**src/hw/rtl/bba_pkg.sv**
```systemverilog
package bba_pkg;

    localparam int MIN_SHIFT        = 8;
    localparam int MIN_BLOCK_BYTES  = 1 << MIN_SHIFT;
    localparam int MAX_ORDER        = 10;
    localparam int FREE_QUEUE_DEPTH = 16;

    localparam int ACTION_W = 2;
    localparam int REQ_W    = 19;
    localparam int ALIGN_W  = 17;
    localparam int OFF_W    = 10;
    localparam int ORD_W    = 4;
    localparam int STATUS_W = 2;
    localparam int ABO_W    = 18;
    localparam int ADDR_W   = 64;
    localparam int REL_W    = 5;
    localparam int USED_W   = 19;

    localparam int POOL_UNITS = 1 << MAX_ORDER;
    localparam int POOL_BYTES = MIN_BLOCK_BYTES << MAX_ORDER;
    localparam int NODE_COUNT = (2 << MAX_ORDER) - 1;
    localparam int NODE_W     = $clog2(NODE_COUNT);
    localparam int BIT_W      = 5;
    localparam int ROW_BITS   = 1 << BIT_W;
    localparam int ROW_W      = NODE_W - BIT_W;
    localparam int ROWS       = (NODE_COUNT + ROW_BITS - 1) / ROW_BITS;
    localparam int BOFF_W     = OFF_W + MIN_SHIFT;
    localparam int AL_W       = BOFF_W + 1;
    localparam int DC_W       = $clog2(BOFF_W);

    typedef enum logic [ACTION_W-1:0] {
        ACT_ALLOC = 2'd0,
        ACT_FREE  = 2'd1,
        ACT_CLEAN = 2'd2,
        ACT_NONE  = 2'd3
    } action_t;

    typedef enum logic [STATUS_W-1:0] {
        ST_OK         = 2'd0,
        ST_NO_SPACE   = 2'd1,
        ST_QUEUE_FULL = 2'd2
    } status_t;

    typedef enum logic [3:0] {
        BK_IDLE,
        BK_SR_RD,
        BK_SR_CHK,
        BK_MK_RD,
        BK_MK_WR,
        BK_SPLIT,
        BK_DIV,
        BK_ALN,
        BK_CL_RD,
        BK_CL_GET,
        BK_CL_NEXT,
        BK_REL_RD,
        BK_REL_CHK,
        BK_DONE
    } bk_state_t;

    typedef struct packed {
        action_t            action;
        logic [ORD_W-1:0]   ord;
        logic               too_big;
        logic [ALIGN_W-1:0] align;
        logic [OFF_W-1:0]   foff;
        logic [ORD_W-1:0]   ford;
    } cmd_t;

    typedef struct packed {
        status_t            status;
        logic [ORD_W-1:0]   block_order;
        logic [OFF_W-1:0]   unit_offset;
        logic [ABO_W-1:0]   aligned_byte_offset;
        logic [ADDR_W-1:0]  device_address;
        logic [REL_W-1:0]   blocks_released;
        logic [USED_W-1:0]  bytes_in_use;
    } res_t;

    // First node of an order in the flattened tree of free marks.
    function automatic logic [NODE_W-1:0] first_of(input logic [ORD_W-1:0] ord);
        logic [NODE_W:0] t;
        t = ((NODE_W+1)'(1) << (MAX_ORDER - int'(ord))) - (NODE_W+1)'(1);
        return t[NODE_W-1:0];
    endfunction

    function automatic logic [NODE_W-1:0] last_of(input logic [ORD_W-1:0] ord);
        logic [NODE_W:0] t;
        t = ((NODE_W+1)'(2) << (MAX_ORDER - int'(ord))) - (NODE_W+1)'(2);
        return t[NODE_W-1:0];
    endfunction

    function automatic logic [NODE_W-1:0] node_of(input logic [ORD_W-1:0] ord,
                                                  input logic [OFF_W-1:0] off);
        logic [NODE_W-1:0] f;
        f = first_of(ord);
        return f + NODE_W'(off >> ord);
    endfunction

endpackage

```
**src/hw/rtl/bba_ram.sv**
```systemverilog
module bba_ram #(
    parameter int WIDTH = 8,
    parameter int DEPTH = 16
) (
    input  logic                                      clk,
    input  logic                                      we,
    input  logic [((DEPTH > 1) ? $clog2(DEPTH) : 1)-1:0] waddr,
    input  logic [WIDTH-1:0]                          wdata,
    input  logic                                      re,
    input  logic [((DEPTH > 1) ? $clog2(DEPTH) : 1)-1:0] raddr,
    output logic [WIDTH-1:0]                          rdata
);

    logic [WIDTH-1:0] mem [DEPTH];

    always_ff @(posedge clk)
    begin
        if (we)
        begin
            mem[waddr] <= wdata;
        end
        if (re)
        begin
            rdata <= mem[raddr];
        end
    end

endmodule

```
**src/hw/rtl/bba_front.sv**
```systemverilog
module bba_front (
    input  logic                          clk,
    input  logic                          rst_n,
    input  logic                          push,
    output logic                          full,
    input  logic [bba_pkg::ACTION_W-1:0]  action,
    input  logic [bba_pkg::REQ_W-1:0]     request_bytes,
    input  logic [bba_pkg::ALIGN_W-1:0]   alignment_bytes,
    input  logic [bba_pkg::OFF_W-1:0]     free_unit_offset,
    input  logic [bba_pkg::ORD_W-1:0]     free_order,
    output logic                          cmd_valid,
    output bba_pkg::cmd_t                 cmd_out,
    input  logic                          cmd_pop
);

    localparam int NW = bba_pkg::REQ_W + 1;

    bba_pkg::cmd_t cmd_new;
    bba_pkg::cmd_t mem_reg [2];
    logic          wr_ptr_reg;
    logic          rd_ptr_reg;
    logic [1:0]    cnt_reg;
    logic          pad;
    logic [NW-1:0] need;
    logic [NW-1:0] units;
    logic          accept;

    // Padding is needed unless the alignment is zero or a power of two that divides a minimum block.
    always_comb
    begin
        pad = (alignment_bytes != '0) &&
              !(((alignment_bytes & (alignment_bytes - 1'b1)) == '0) &&
                (alignment_bytes <= bba_pkg::ALIGN_W'(bba_pkg::MIN_BLOCK_BYTES)));
        need = pad ? ({1'b0, request_bytes} + NW'(alignment_bytes)) : {1'b0, request_bytes};
        units = (need + NW'(bba_pkg::MIN_BLOCK_BYTES - 1)) >> bba_pkg::MIN_SHIFT;
        cmd_new.action  = bba_pkg::action_t'(action);
        cmd_new.too_big = need > NW'(bba_pkg::POOL_BYTES);
        cmd_new.align   = alignment_bytes;
        cmd_new.foff    = free_unit_offset;
        cmd_new.ford    = free_order;
        cmd_new.ord     = '0;
        for (int k = 0; k < bba_pkg::MAX_ORDER; k++)
        begin
            if (units > (NW'(1) << k))
            begin
                cmd_new.ord = bba_pkg::ORD_W'(k + 1);
            end
        end
    end

    assign full      = (cnt_reg == 2'd2);
    assign accept    = push && !full;
    assign cmd_valid = (cnt_reg != 2'd0);
    assign cmd_out   = mem_reg[rd_ptr_reg];

    always_ff @(posedge clk)
    begin
        if (accept)
        begin
            mem_reg[wr_ptr_reg] <= cmd_new;
        end
    end

    always_ff @(posedge clk or negedge rst_n)
    begin
        if (!rst_n)
        begin
            wr_ptr_reg <= 1'b0;
            rd_ptr_reg <= 1'b0;
            cnt_reg    <= 2'd0;
        end
        else
        begin
            if (accept)
            begin
                wr_ptr_reg <= !wr_ptr_reg;
            end
            if (cmd_pop && cmd_valid)
            begin
                rd_ptr_reg <= !rd_ptr_reg;
            end
            cnt_reg <= cnt_reg + 2'(accept) - 2'(cmd_pop && cmd_valid);
        end
    end

endmodule

```
**src/hw/rtl/bba_back.sv**
```systemverilog
module bba_back #(
    parameter int FREE_QUEUE_DEPTH = bba_pkg::FREE_QUEUE_DEPTH
) (
    input  logic                        clk,
    input  logic                        rst_n,
    input  logic                        cmd_valid,
    input  bba_pkg::cmd_t               cmd_in,
    output logic                        cmd_pop,
    input  logic [bba_pkg::ADDR_W-1:0]  base_address,
    output logic                        res_valid,
    output bba_pkg::res_t               res_out,
    input  logic                        res_ready
);

    localparam int QA_W  = (FREE_QUEUE_DEPTH > 1) ? $clog2(FREE_QUEUE_DEPTH) : 1;
    localparam int QC_W  = $clog2(FREE_QUEUE_DEPTH + 1);
    localparam int QE_W  = bba_pkg::OFF_W + bba_pkg::ORD_W;
    localparam int ORD_W = bba_pkg::ORD_W;
    localparam int OFF_W = bba_pkg::OFF_W;
    localparam int NODE_W = bba_pkg::NODE_W;
    localparam int ROW_W  = bba_pkg::ROW_W;
    localparam int BIT_W  = bba_pkg::BIT_W;
    localparam int RB     = bba_pkg::ROW_BITS;
    localparam int USED_W = bba_pkg::USED_W;
    localparam int ALIGN_W = bba_pkg::ALIGN_W;
    localparam int BOFF_W = bba_pkg::BOFF_W;
    localparam int AL_W   = bba_pkg::AL_W;
    localparam int DC_W   = bba_pkg::DC_W;

    bba_pkg::bk_state_t state_reg, state_next;
    bba_pkg::bk_state_t ret_reg, ret_next;
    bba_pkg::cmd_t      cmd_reg, cmd_next;
    bba_pkg::status_t   status_reg, status_next;
    logic [ORD_W-1:0]   j_reg, j_next;
    logic [ROW_W-1:0]   word_reg, word_next;
    logic [ROW_W-1:0]   row_reg, row_next;
    logic [OFF_W-1:0]   off_reg, off_next;
    logic [NODE_W-1:0]  node_reg, node_next;
    logic               bitval_reg, bitval_next;
    logic [USED_W-1:0]  used_reg, used_next;
    logic [QC_W-1:0]    qcnt_reg, qcnt_next;
    logic [QC_W-1:0]    idx_reg, idx_next;
    logic [QC_W-1:0]    rel_reg, rel_next;
    logic [DC_W-1:0]    divc_reg, divc_next;
    logic [ALIGN_W-1:0] rem_reg, rem_next;
    logic [AL_W-1:0]    aligned_reg, aligned_next;
    logic               alloc_ok_reg, alloc_ok_next;
    logic [bba_pkg::ROWS-1:0] valid_reg, valid_next;

    logic               mk_we, mk_re;
    logic [ROW_W-1:0]   mk_waddr, mk_raddr;
    logic [RB-1:0]      mk_wdata, mk_rdata, mk_word;
    logic               q_we, q_re;
    logic [QA_W-1:0]    q_waddr, q_raddr;
    logic [QE_W-1:0]    q_wdata, q_rdata;

    logic [NODE_W-1:0]  first_j, last_j, hnode, bnode, snode, selfnode;
    logic [NODE_W-1:0]  first_cmd, first_up;
    logic [RB-1:0]      hits;
    logic [BIT_W-1:0]   pb;
    logic [NODE_W-1:0]  idx_node;
    logic [BOFF_W-1:0]  boff;
    logic [ALIGN_W:0]   dv_t;
    logic [OFF_W-1:0]   e_off;
    logic [ORD_W-1:0]   e_ord;
    logic               e_ok;
    logic [USED_W-1:0]  e_sz, a_sz;
    logic [ORD_W-1:0]   jm1;

    bba_ram #(.WIDTH(RB), .DEPTH(bba_pkg::ROWS)) u_marks (
        .clk   (clk),
        .we    (mk_we),
        .waddr (mk_waddr),
        .wdata (mk_wdata),
        .re    (mk_re),
        .raddr (mk_raddr),
        .rdata (mk_rdata)
    );

    bba_ram #(.WIDTH(QE_W), .DEPTH(FREE_QUEUE_DEPTH)) u_pend (
        .clk   (clk),
        .we    (q_we),
        .waddr (q_waddr),
        .wdata (q_wdata),
        .re    (q_re),
        .raddr (q_raddr),
        .rdata (q_rdata)
    );

    // A row never written holds its reset contents: only the whole-pool block is free.
    assign mk_word = valid_reg[row_reg] ? mk_rdata :
                     ((row_reg == '0) ? RB'(1) : '0);

    always_comb
    begin
        first_j   = bba_pkg::first_of(j_reg);
        last_j    = bba_pkg::last_of(j_reg);
        first_cmd = bba_pkg::first_of(cmd_in.ord);
        first_up  = bba_pkg::first_of(j_reg + 1'b1);
        jm1       = j_reg - 1'b1;
        bnode     = bba_pkg::node_of(j_reg, off_reg ^ (OFF_W'(1) << j_reg));
        snode     = bba_pkg::node_of(jm1, off_reg + (OFF_W'(1) << jm1));
        selfnode  = bba_pkg::node_of(j_reg, off_reg);
        for (int b = 0; b < RB; b++)
        begin
            idx_node = {word_reg, BIT_W'(b)};
            hits[b]  = mk_word[b] && (idx_node >= first_j) && (idx_node <= last_j);
        end
        pb = '0;
        for (int b = RB - 1; b >= 0; b--)
        begin
            if (hits[b])
            begin
                pb = BIT_W'(b);
            end
        end
        hnode = {word_reg, pb};
        boff  = {off_reg, {bba_pkg::MIN_SHIFT{1'b0}}};
        dv_t  = {rem_reg, boff[divc_reg]};
        e_off = q_rdata[QE_W-1:ORD_W];
        e_ord = q_rdata[ORD_W-1:0];
        e_ok  = (e_ord <= ORD_W'(bba_pkg::MAX_ORDER)) &&
                (32'(e_off) < bba_pkg::POOL_UNITS) &&
                ((16'(e_off) & ((16'(1) << e_ord) - 16'(1))) == 16'(0));
        e_sz  = USED_W'(bba_pkg::MIN_BLOCK_BYTES) << e_ord;
        a_sz  = USED_W'(bba_pkg::MIN_BLOCK_BYTES) << cmd_reg.ord;
    end

    always_comb
    begin
        state_next    = state_reg;
        ret_next      = ret_reg;
        cmd_next      = cmd_reg;
        status_next   = status_reg;
        j_next        = j_reg;
        word_next     = word_reg;
        row_next      = row_reg;
        off_next      = off_reg;
        node_next     = node_reg;
        bitval_next   = bitval_reg;
        used_next     = used_reg;
        qcnt_next     = qcnt_reg;
        idx_next      = idx_reg;
        rel_next      = rel_reg;
        divc_next     = divc_reg;
        rem_next      = rem_reg;
        aligned_next  = aligned_reg;
        alloc_ok_next = alloc_ok_reg;
        valid_next    = valid_reg;
        mk_we    = 1'b0;
        mk_waddr = node_reg[NODE_W-1:BIT_W];
        mk_wdata = mk_word;
        mk_re    = 1'b0;
        mk_raddr = word_reg;
        q_we     = 1'b0;
        q_waddr  = qcnt_reg[QA_W-1:0];
        q_wdata  = {cmd_in.foff, cmd_in.ford};
        q_re     = 1'b0;
        q_raddr  = idx_reg[QA_W-1:0];
        cmd_pop   = 1'b0;
        res_valid = 1'b0;

        case (state_reg)
            bba_pkg::BK_IDLE:
            begin
                if (cmd_valid)
                begin
                    cmd_pop       = 1'b1;
                    cmd_next      = cmd_in;
                    status_next   = bba_pkg::ST_OK;
                    alloc_ok_next = 1'b0;
                    rel_next      = '0;
                    state_next    = bba_pkg::BK_DONE;
                    case (cmd_in.action)
                        bba_pkg::ACT_ALLOC:
                        begin
                            if (cmd_in.too_big ||
                                used_reg >= USED_W'(bba_pkg::POOL_BYTES))
                            begin
                                status_next = bba_pkg::ST_NO_SPACE;
                            end
                            else
                            begin
                                j_next     = cmd_in.ord;
                                word_next  = first_cmd[NODE_W-1:BIT_W];
                                state_next = bba_pkg::BK_SR_RD;
                            end
                        end
                        bba_pkg::ACT_FREE:
                        begin
                            if (32'(qcnt_reg) < FREE_QUEUE_DEPTH)
                            begin
                                q_we      = 1'b1;
                                qcnt_next = qcnt_reg + 1'b1;
                            end
                            else
                            begin
                                status_next = bba_pkg::ST_QUEUE_FULL;
                            end
                        end
                        bba_pkg::ACT_CLEAN:
                        begin
                            idx_next = '0;
                            if (qcnt_reg != '0)
                            begin
                                state_next = bba_pkg::BK_CL_RD;
                            end
                        end
                        default:
                        begin
                            state_next = bba_pkg::BK_DONE;
                        end
                    endcase
                end
            end

            bba_pkg::BK_SR_RD:
            begin
                mk_re      = 1'b1;
                mk_raddr   = word_reg;
                row_next   = word_reg;
                state_next = bba_pkg::BK_SR_CHK;
            end

            bba_pkg::BK_SR_CHK:
            begin
                if (hits != '0)
                begin
                    // Take the block and clear its mark right away from the word in hand.
                    off_next   = OFF_W'((hnode - first_j) << j_reg);
                    mk_we      = 1'b1;
                    mk_waddr   = word_reg;
                    mk_wdata   = mk_word & ~(RB'(1) << pb);
                    state_next = bba_pkg::BK_SPLIT;
                end
                else if (word_reg == last_j[NODE_W-1:BIT_W])
                begin
                    if (j_reg == ORD_W'(bba_pkg::MAX_ORDER))
                    begin
                        status_next = bba_pkg::ST_NO_SPACE;
                        state_next  = bba_pkg::BK_DONE;
                    end
                    else
                    begin
                        j_next     = j_reg + 1'b1;
                        word_next  = first_up[NODE_W-1:BIT_W];
                        state_next = bba_pkg::BK_SR_RD;
                    end
                end
                else
                begin
                    word_next  = word_reg + 1'b1;
                    state_next = bba_pkg::BK_SR_RD;
                end
            end

            bba_pkg::BK_MK_RD:
            begin
                mk_re      = 1'b1;
                mk_raddr   = node_reg[NODE_W-1:BIT_W];
                row_next   = node_reg[NODE_W-1:BIT_W];
                state_next = bba_pkg::BK_MK_WR;
            end

            bba_pkg::BK_MK_WR:
            begin
                mk_we      = 1'b1;
                mk_waddr   = node_reg[NODE_W-1:BIT_W];
                mk_wdata   = mk_word;
                mk_wdata[node_reg[BIT_W-1:0]] = bitval_reg;
                state_next = ret_reg;
            end

            bba_pkg::BK_SPLIT:
            begin
                if (j_reg > cmd_reg.ord)
                begin
                    // The right half of each split stays free.
                    j_next      = jm1;
                    node_next   = snode;
                    bitval_next = 1'b1;
                    ret_next    = bba_pkg::BK_SPLIT;
                    state_next  = bba_pkg::BK_MK_RD;
                end
                else
                begin
                    used_next = used_reg + a_sz;
                    if (cmd_reg.align == '0)
                    begin
                        aligned_next  = {1'b0, boff};
                        alloc_ok_next = 1'b1;
                        state_next    = bba_pkg::BK_DONE;
                    end
                    else
                    begin
                        divc_next  = DC_W'(BOFF_W - 1);
                        rem_next   = '0;
                        state_next = bba_pkg::BK_DIV;
                    end
                end
            end

            bba_pkg::BK_DIV:
            begin
                // One dividend bit per cycle, most significant first.
                if (dv_t >= {1'b0, cmd_reg.align})
                begin
                    rem_next = ALIGN_W'(dv_t - {1'b0, cmd_reg.align});
                end
                else
                begin
                    rem_next = ALIGN_W'(dv_t);
                end
                if (divc_reg == '0)
                begin
                    state_next = bba_pkg::BK_ALN;
                end
                else
                begin
                    divc_next = divc_reg - 1'b1;
                end
            end

            bba_pkg::BK_ALN:
            begin
                if (rem_reg == '0)
                begin
                    aligned_next = {1'b0, boff};
                end
                else
                begin
                    aligned_next = {1'b0, boff} + AL_W'(cmd_reg.align - rem_reg);
                end
                alloc_ok_next = 1'b1;
                state_next    = bba_pkg::BK_DONE;
            end

            bba_pkg::BK_CL_RD:
            begin
                q_re       = 1'b1;
                state_next = bba_pkg::BK_CL_GET;
            end

            bba_pkg::BK_CL_GET:
            begin
                if (e_ok)
                begin
                    off_next   = e_off;
                    j_next     = e_ord;
                    used_next  = (used_reg >= e_sz) ? (used_reg - e_sz) : '0;
                    rel_next   = rel_reg + 1'b1;
                    state_next = bba_pkg::BK_REL_RD;
                end
                else
                begin
                    state_next = bba_pkg::BK_CL_NEXT;
                end
            end

            bba_pkg::BK_CL_NEXT:
            begin
                if (idx_reg + 1'b1 == qcnt_reg)
                begin
                    qcnt_next  = '0;
                    state_next = bba_pkg::BK_DONE;
                end
                else
                begin
                    idx_next   = idx_reg + 1'b1;
                    state_next = bba_pkg::BK_CL_RD;
                end
            end

            bba_pkg::BK_REL_RD:
            begin
                if (j_reg < ORD_W'(bba_pkg::MAX_ORDER))
                begin
                    node_next  = bnode;
                    mk_re      = 1'b1;
                    mk_raddr   = bnode[NODE_W-1:BIT_W];
                    row_next   = bnode[NODE_W-1:BIT_W];
                    state_next = bba_pkg::BK_REL_CHK;
                end
                else
                begin
                    node_next   = selfnode;
                    bitval_next = 1'b1;
                    ret_next    = bba_pkg::BK_CL_NEXT;
                    state_next  = bba_pkg::BK_MK_RD;
                end
            end

            bba_pkg::BK_REL_CHK:
            begin
                if (mk_word[node_reg[BIT_W-1:0]])
                begin
                    // Buddy is free: absorb it and go one order up.
                    mk_we    = 1'b1;
                    mk_waddr = node_reg[NODE_W-1:BIT_W];
                    mk_wdata = mk_word & ~(RB'(1) << node_reg[BIT_W-1:0]);
                    off_next = off_reg & ~(OFF_W'(1) << j_reg);
                    j_next   = j_reg + 1'b1;
                    state_next = bba_pkg::BK_REL_RD;
                end
                else
                begin
                    node_next   = selfnode;
                    bitval_next = 1'b1;
                    ret_next    = bba_pkg::BK_CL_NEXT;
                    state_next  = bba_pkg::BK_MK_RD;
                end
            end

            bba_pkg::BK_DONE:
            begin
                res_valid = 1'b1;
                if (res_ready)
                begin
                    state_next = bba_pkg::BK_IDLE;
                end
            end

            default:
            begin
                state_next = bba_pkg::BK_IDLE;
            end
        endcase

        if (mk_we)
        begin
            valid_next[mk_waddr] = 1'b1;
        end
    end

    always_comb
    begin
        res_out.status              = status_reg;
        res_out.block_order         = alloc_ok_reg ? cmd_reg.ord : '0;
        res_out.unit_offset         = alloc_ok_reg ? off_reg : '0;
        res_out.aligned_byte_offset = alloc_ok_reg ? aligned_reg[bba_pkg::ABO_W-1:0] : '0;
        res_out.device_address      = alloc_ok_reg ?
                                      (base_address + bba_pkg::ADDR_W'(aligned_reg)) : '0;
        res_out.blocks_released     = (cmd_reg.action == bba_pkg::ACT_CLEAN) ?
                                      bba_pkg::REL_W'(rel_reg) : '0;
        res_out.bytes_in_use        = used_reg;
    end

    always_ff @(posedge clk)
    begin
        cmd_reg     <= cmd_next;
        word_reg    <= word_next;
        row_reg     <= row_next;
        off_reg     <= off_next;
        node_reg    <= node_next;
        bitval_reg  <= bitval_next;
        idx_reg     <= idx_next;
        divc_reg    <= divc_next;
        rem_reg     <= rem_next;
        aligned_reg <= aligned_next;
        ret_reg     <= ret_next;
        j_reg       <= j_next;
    end

    always_ff @(posedge clk or negedge rst_n)
    begin
        if (!rst_n)
        begin
            state_reg    <= bba_pkg::BK_IDLE;
            status_reg   <= bba_pkg::ST_OK;
            used_reg     <= '0;
            qcnt_reg     <= '0;
            rel_reg      <= '0;
            alloc_ok_reg <= 1'b0;
            valid_reg    <= '0;
        end
        else
        begin
            state_reg    <= state_next;
            status_reg   <= status_next;
            used_reg     <= used_next;
            qcnt_reg     <= qcnt_next;
            rel_reg      <= rel_next;
            alloc_ok_reg <= alloc_ok_next;
            valid_reg    <= valid_next;
        end
    end

endmodule

```
**src/hw/rtl/buddy_block_allocator.sv**
```systemverilog
// Channel   Handshake                      Payload
// input     push / full                    action, request_bytes, alignment_bytes,
//                                          free_unit_offset, free_order
// result    empty / pop                    status, block_order, unit_offset,
//                                          aligned_byte_offset, device_address,
//                                          blocks_released, bytes_in_use
// config    cfg_valid / cfg_ready          base_address
//
// Items are carried out one at a time by a sequencer over a free-mark RAM of 32-bit rows.
// An allocation scans rows across the candidate orders, then splits the block it takes,
// and runs the remainder divider when a nonzero alignment needs it; cleanup drops bad
// entries and applies the rest, merging buddies level by level.
// Reset is usable at once: rows never written read as their reset contents.
// A two-item front queue takes items, until it is full, while the sequencer or the result register stalls.
module buddy_block_allocator #(
    parameter int FREE_QUEUE_DEPTH = bba_pkg::FREE_QUEUE_DEPTH
) (
    input  logic                          clk,
    input  logic                          rst_n,
    input  logic                          push,
    output logic                          full,
    input  logic [bba_pkg::ACTION_W-1:0]  action,
    input  logic [bba_pkg::REQ_W-1:0]     request_bytes,
    input  logic [bba_pkg::ALIGN_W-1:0]   alignment_bytes,
    input  logic [bba_pkg::OFF_W-1:0]     free_unit_offset,
    input  logic [bba_pkg::ORD_W-1:0]     free_order,
    output logic                          empty,
    input  logic                          pop,
    output logic [bba_pkg::STATUS_W-1:0]  status,
    output logic [bba_pkg::ORD_W-1:0]     block_order,
    output logic [bba_pkg::OFF_W-1:0]     unit_offset,
    output logic [bba_pkg::ABO_W-1:0]     aligned_byte_offset,
    output logic [bba_pkg::ADDR_W-1:0]    device_address,
    output logic [bba_pkg::REL_W-1:0]     blocks_released,
    output logic [bba_pkg::USED_W-1:0]    bytes_in_use,
    input  logic                          cfg_valid,
    output logic                          cfg_ready,
    input  logic [bba_pkg::ADDR_W-1:0]    base_address
);

    logic                        cmd_valid;
    logic                        cmd_pop;
    bba_pkg::cmd_t               cmd;
    logic                        bk_res_valid;
    logic                        bk_res_ready;
    bba_pkg::res_t               bk_res;
    bba_pkg::res_t               res_reg;
    logic                        res_full_reg;
    logic [bba_pkg::ADDR_W-1:0]  base_reg;

    bba_front u_front (
        .clk              (clk),
        .rst_n            (rst_n),
        .push             (push),
        .full             (full),
        .action           (action),
        .request_bytes    (request_bytes),
        .alignment_bytes  (alignment_bytes),
        .free_unit_offset (free_unit_offset),
        .free_order       (free_order),
        .cmd_valid        (cmd_valid),
        .cmd_out          (cmd),
        .cmd_pop          (cmd_pop)
    );

    bba_back #(.FREE_QUEUE_DEPTH(FREE_QUEUE_DEPTH)) u_back (
        .clk          (clk),
        .rst_n        (rst_n),
        .cmd_valid    (cmd_valid),
        .cmd_in       (cmd),
        .cmd_pop      (cmd_pop),
        .base_address (base_reg),
        .res_valid    (bk_res_valid),
        .res_out      (bk_res),
        .res_ready    (bk_res_ready)
    );

    assign cfg_ready    = 1'b1;
    assign bk_res_ready = !res_full_reg || pop;
    assign empty        = !res_full_reg;

    assign status              = res_reg.status;
    assign block_order         = res_reg.block_order;
    assign unit_offset         = res_reg.unit_offset;
    assign aligned_byte_offset = res_reg.aligned_byte_offset;
    assign device_address      = res_reg.device_address;
    assign blocks_released     = res_reg.blocks_released;
    assign bytes_in_use        = res_reg.bytes_in_use;

    always_ff @(posedge clk)
    begin
        if (bk_res_valid && bk_res_ready)
        begin
            res_reg <= bk_res;
        end
    end

    always_ff @(posedge clk or negedge rst_n)
    begin
        if (!rst_n)
        begin
            res_full_reg <= 1'b0;
            base_reg     <= '0;
        end
        else
        begin
            if (bk_res_valid && bk_res_ready)
            begin
                res_full_reg <= 1'b1;
            end
            else if (pop)
            begin
                res_full_reg <= 1'b0;
            end
            if (cfg_valid && cfg_ready)
            begin
                base_reg <= base_address;
            end
        end
    end

    a_fail_fields_zero: assert property (@(posedge clk) disable iff (!rst_n)
        (!empty && status != bba_pkg::ST_OK) |->
            (block_order == '0 && unit_offset == '0 && device_address == '0))
        else $error("failed item carries allocation fields");

    a_order_range: assert property (@(posedge clk) disable iff (!rst_n)
        !empty |-> (block_order <= bba_pkg::ORD_W'(bba_pkg::MAX_ORDER)))
        else $error("block order out of range");

    a_offset_aligned: assert property (@(posedge clk) disable iff (!rst_n)
        !empty |-> ((unit_offset & ((bba_pkg::OFF_W'(1) << block_order) - 1'b1)) == '0))
        else $error("unit offset not aligned to its block order");

endmodule
```
**config.mk**
```make
export PLATFORM = sky130hd
export DESIGN_NAME = buddy_block_allocator
export DESIGN_NICKNAME = d
export VERILOG_FILES = /design/src/hw/rtl/bba_pkg.sv /design/src/hw/rtl/bba_ram.sv /design/src/hw/rtl/bba_front.sv /design/src/hw/rtl/bba_back.sv /design/src/hw/rtl/buddy_block_allocator.sv
export SDC_FILE = /design/constraint.sdc
export NUM_CORES = 2
export LEC_CHECK = 0
export ABC_AREA = 1
export BUFFER_PORTS_ARGS = -buffer_cell sky130_fd_sc_hd__clkbuf_2
export CAP_MARGIN = 20
export CORE_AREA = 2 2 474 476
export CTS_BUF_LIST = sky130_fd_sc_hd__clkbuf_4 sky130_fd_sc_hd__clkbuf_8
export CTS_CLUSTER_DIAMETER = 30
export CTS_CLUSTER_SIZE = 24
export DETAILED_ROUTE_END_ITERATION = 7
export DIE_AREA = 0 0 476 478
export PLACE_DENSITY = 0.73
export SYNTH_ARGS = -nofsm -noshare
export SYNTH_HDL_FRONTEND = slang
export SYNTH_SLANG_ARGS = --single-unit
```
**constraint.sdc**
```tcl
create_clock -name clk -period 9.7 [get_ports clk]
set_input_delay 0.97 -clock clk [delete_from_list [all_inputs] [get_ports clk]]
set_output_delay 0.97 -clock clk [all_outputs]
set_load 0.05 [all_outputs]
```
==> summary.md <==
| Metric | Value |
|---|---|
| Critical Path Source Type | flip-flop |
| CP delay by family, top | simple AND/OR/NAND/NOR gates |
| Final Hold Viols | 0 |
| DP Wirelength | 230000 um |
| Rel. slew slack | 0.203 |
| Crit-path slowest cell | edfxtp_1 |
| Post-Synth XOR/XNOR Area | 0.00640 |
| Kind of critical path | flip-flop to flip-flop |
| Post-synth top flop | edfxtp_1 |
| Layout net count | 12100 |
| Syn Area/Cell | 11.2 um^2 |
| #FFs+latches synth | 2787 |
| Die width | 476 um |
| CP bufs+invs | 6 |
| Fillers | 16800 |
| DR DRC count | 0 |
| Worst Max-Slew Pin Slew | 1.18 ns |
| Ys Warns | 0 |
| Number of synthesized flops with an enable pin | 2621 |
| Post-synth top cells | edfxtp_1, inv_1, nand2_1 |
| Critical Path AT | 9.50 ns |
| Number of max-cap violations | 0 |
| Clk_skew | 0.193 ns |
| Max reg flops | 2048 |
| Total track usage | 0.318 |
| Post-synth top area share | 0.625 |
| Number of CTS-inserted buffers | 481 |
| Crit end category | flip-flop |
| Initial antenna violation count | 27 |
| Placed insts | 14200 |
| Cell mode on critical path | nand2_1 |
| Clock buffer depth | 4 |
| Synth Area in Compound Gates | 0.146 |
| Clock tree sinks | 2787 |
| Vias | 91600 |
| Min cycle time layout | 8.66 ns |
| Post-synthesis mux area share | 0.00318 |
| Critical Path Max Stage Delay | 0.76 ns |
| Sequential element share of the synthesized area | 0.658 |
| Worst skew pair latency | 1.22 ns |
| Ys async rst share | 0.0596 |
| Mapped cell area | 126000 um^2 |
| Die Y | 478 um |
| CTS tree | done |
| Iter 0 DRT Violations | 12300 |
| Starting density of the core | 0.564 |
| Die area | 228000 um^2 |
| Routed len/inst | 24.2 um |
| Resize count post-CTS | 0 |
| CTS H-Tree Depth | 5 |
| Drt via density | 6.04 |
| Top post-synthesis cells by area | edfxtp_1, inv_1, o21ai_0 |
| Max-slew violations | 0 |
| Post-synth top area cell | edfxtp_1 |
| Vias in the first global route | 86900 |
| Core area | 223000 um^2 |
| Setup TNS | 0 ns |
| Mapped Cells | 11300 |
| Status | finished, final reports clean |
| Crit share post-route | 0.893 |
| Critical path fanouts, max | 17 |
| P&R area growth vs syn | 13.9% |
| Non-Filler Instances | 15200 |
| Largest net degree at the start of global routing | 223 |
| Core Rows | 174 |
| Final setup fails | 0 |
| Req. time, crit path | 10.54 ns |
| Port buffer count | 241 |
| First-pass GRT wire length | 542000 um |
| Pre-antenna DRT Iters | 6 |
| I/O pins | 246 |
| Clock transition at the registers of the reported paths | 0.06 ns |
| Fraction of the mapped netlist area in adder cells | 0.0212 |
| Routed Wire Length | 368000 um |
| Post-route antenna net violation count | 0 |
| Placer's final routability congestion estimate | 0.993 |
| Global route overflow | 0 |
| Fraction of the mapped netlist area in simple logic gates | 0.0964 |
| Clock Tree Root | clkbuf_8 |
| HP Class | input port to flip-flop |
| Share of layout cells above drive strength 1 | 0.137 |
| Count leader, synth | edfxtp_1 |
| Synth unique cells | 78 |
| Peak Freq | 115 MHz |
| Largest family of logic cells by synthesized area | compound AO/OA/AOI/OAI gates |
| RSZ-0062 raised after global routing | false |
-- cell families (layout without fill, tap and decap cells) --
group	Yosys count	count (layout)
compound gates	3021	3021
xor+xnor	92	92
fa+ha+maj	207	207
buf+inv	2284	3159
flops	2787	2787
mux	36	36
other cells	2	8
simple gates	2863	2863
-- cell usage in the layout, fill, tap and decap left out, types with 27 or more instances in the layout --
cell type / n
a211oi_1: 258
a21oi_1: 803
a31oi_1: 129
buf_12: 34
buf_4: 256
bufinv_16: 65
clkbuf_2: 239
clkbuf_4: 55
clkbuf_8: 499
clkinv_1: 41
clkinv_2: 84
clkinv_4: 40
clkinvlp_4: 72
dfrtp_1: 165
dlygate4sd3_1: 55
edfxtp_1: 2621
ha_1: 196
inv_1: 1644
inv_2: 27
inv_6: 33
mux2_2: 32
nand2_1: 1247
nand3_1: 429
nand3_2: 27
nand4_1: 50
nor2_1: 798
nor2_2: 36
nor2_4: 78
nor3_1: 54
o211ai_1: 285
o21ai_0: 953
o21ai_1: 34
o221ai_1: 41
o22ai_1: 48
o311ai_0: 196
o31ai_1: 147
or2_1: 39
xnor2_1: 27
xor2_1: 65
-- through the flow --
stage,util,hold WS (ns),setup slack (ns),instance area (um^2)
CTS,0.643,0.00150,1.25,143000
global placement,0.591,0.432,0.716,132000
global route,0.643,0.0501,0.319,143000
floorplan,-,0.425,1.74,126000
finish,0.643,0.112,1.04,143000
detailed placement,0.591,0.435,1.28,132000
-- timing repair --
action                    in CTS  in global routing
hold endpoints to repair     141                  0
hold buffers                  55                  0
buffers inserted               0                  0
-- layer usage --
layer	track usage	part of all wire	vias to the layer above
li1	-	-	41200
met1	0.453	0.41	44300
met2	0.479	0.45	5149
met3	0.0683	0.11	851
met4	0.125	0.040	18
met5	0	0.00036	-
-- final timing paths --
kind	startpoint	end	slack (ns)	cells after the start
setup / recovery	u_back.j_reg[3]	u_back.off_reg[8]	1.04	62
hold / removal	base_address[9]	base_reg[9]	0.11	2
setup reg to reg	u_back.j_reg[3]	u_back.off_reg[8]	1.04	62
hold reg to reg	u_back.used_reg[6]	bytes_in_use[6]	0.45	0
max in group asynchronous	rst_n	u_back.valid_reg[33]	7.22	4
min in group asynchronous	rst_n	base_reg[0]	0.40	2
-- layout make-up --
type | instances | area [um^2] | share of cell area
Multi-Input combinational cell | 6223 | 35100 | 0.245
Antenna cell | 4 | 10.0 | 0.0000698
Timing Repair Buffer | 591 | 4420 | 0.0308
Sequential cell | 2787 | 82900 | 0.578
Clock buffer | 552 | 7250 | 0.0506
Tap cell | 2992 | 3740 | 0.0261
Inverter | 1682 | 6320 | 0.0441
Clock inverter | 334 | 3760 | 0.0262
Power is left out: the tool's default activity adds up to more than one toggle a clock period on the data nets, which glitch-free logic cannot reach.
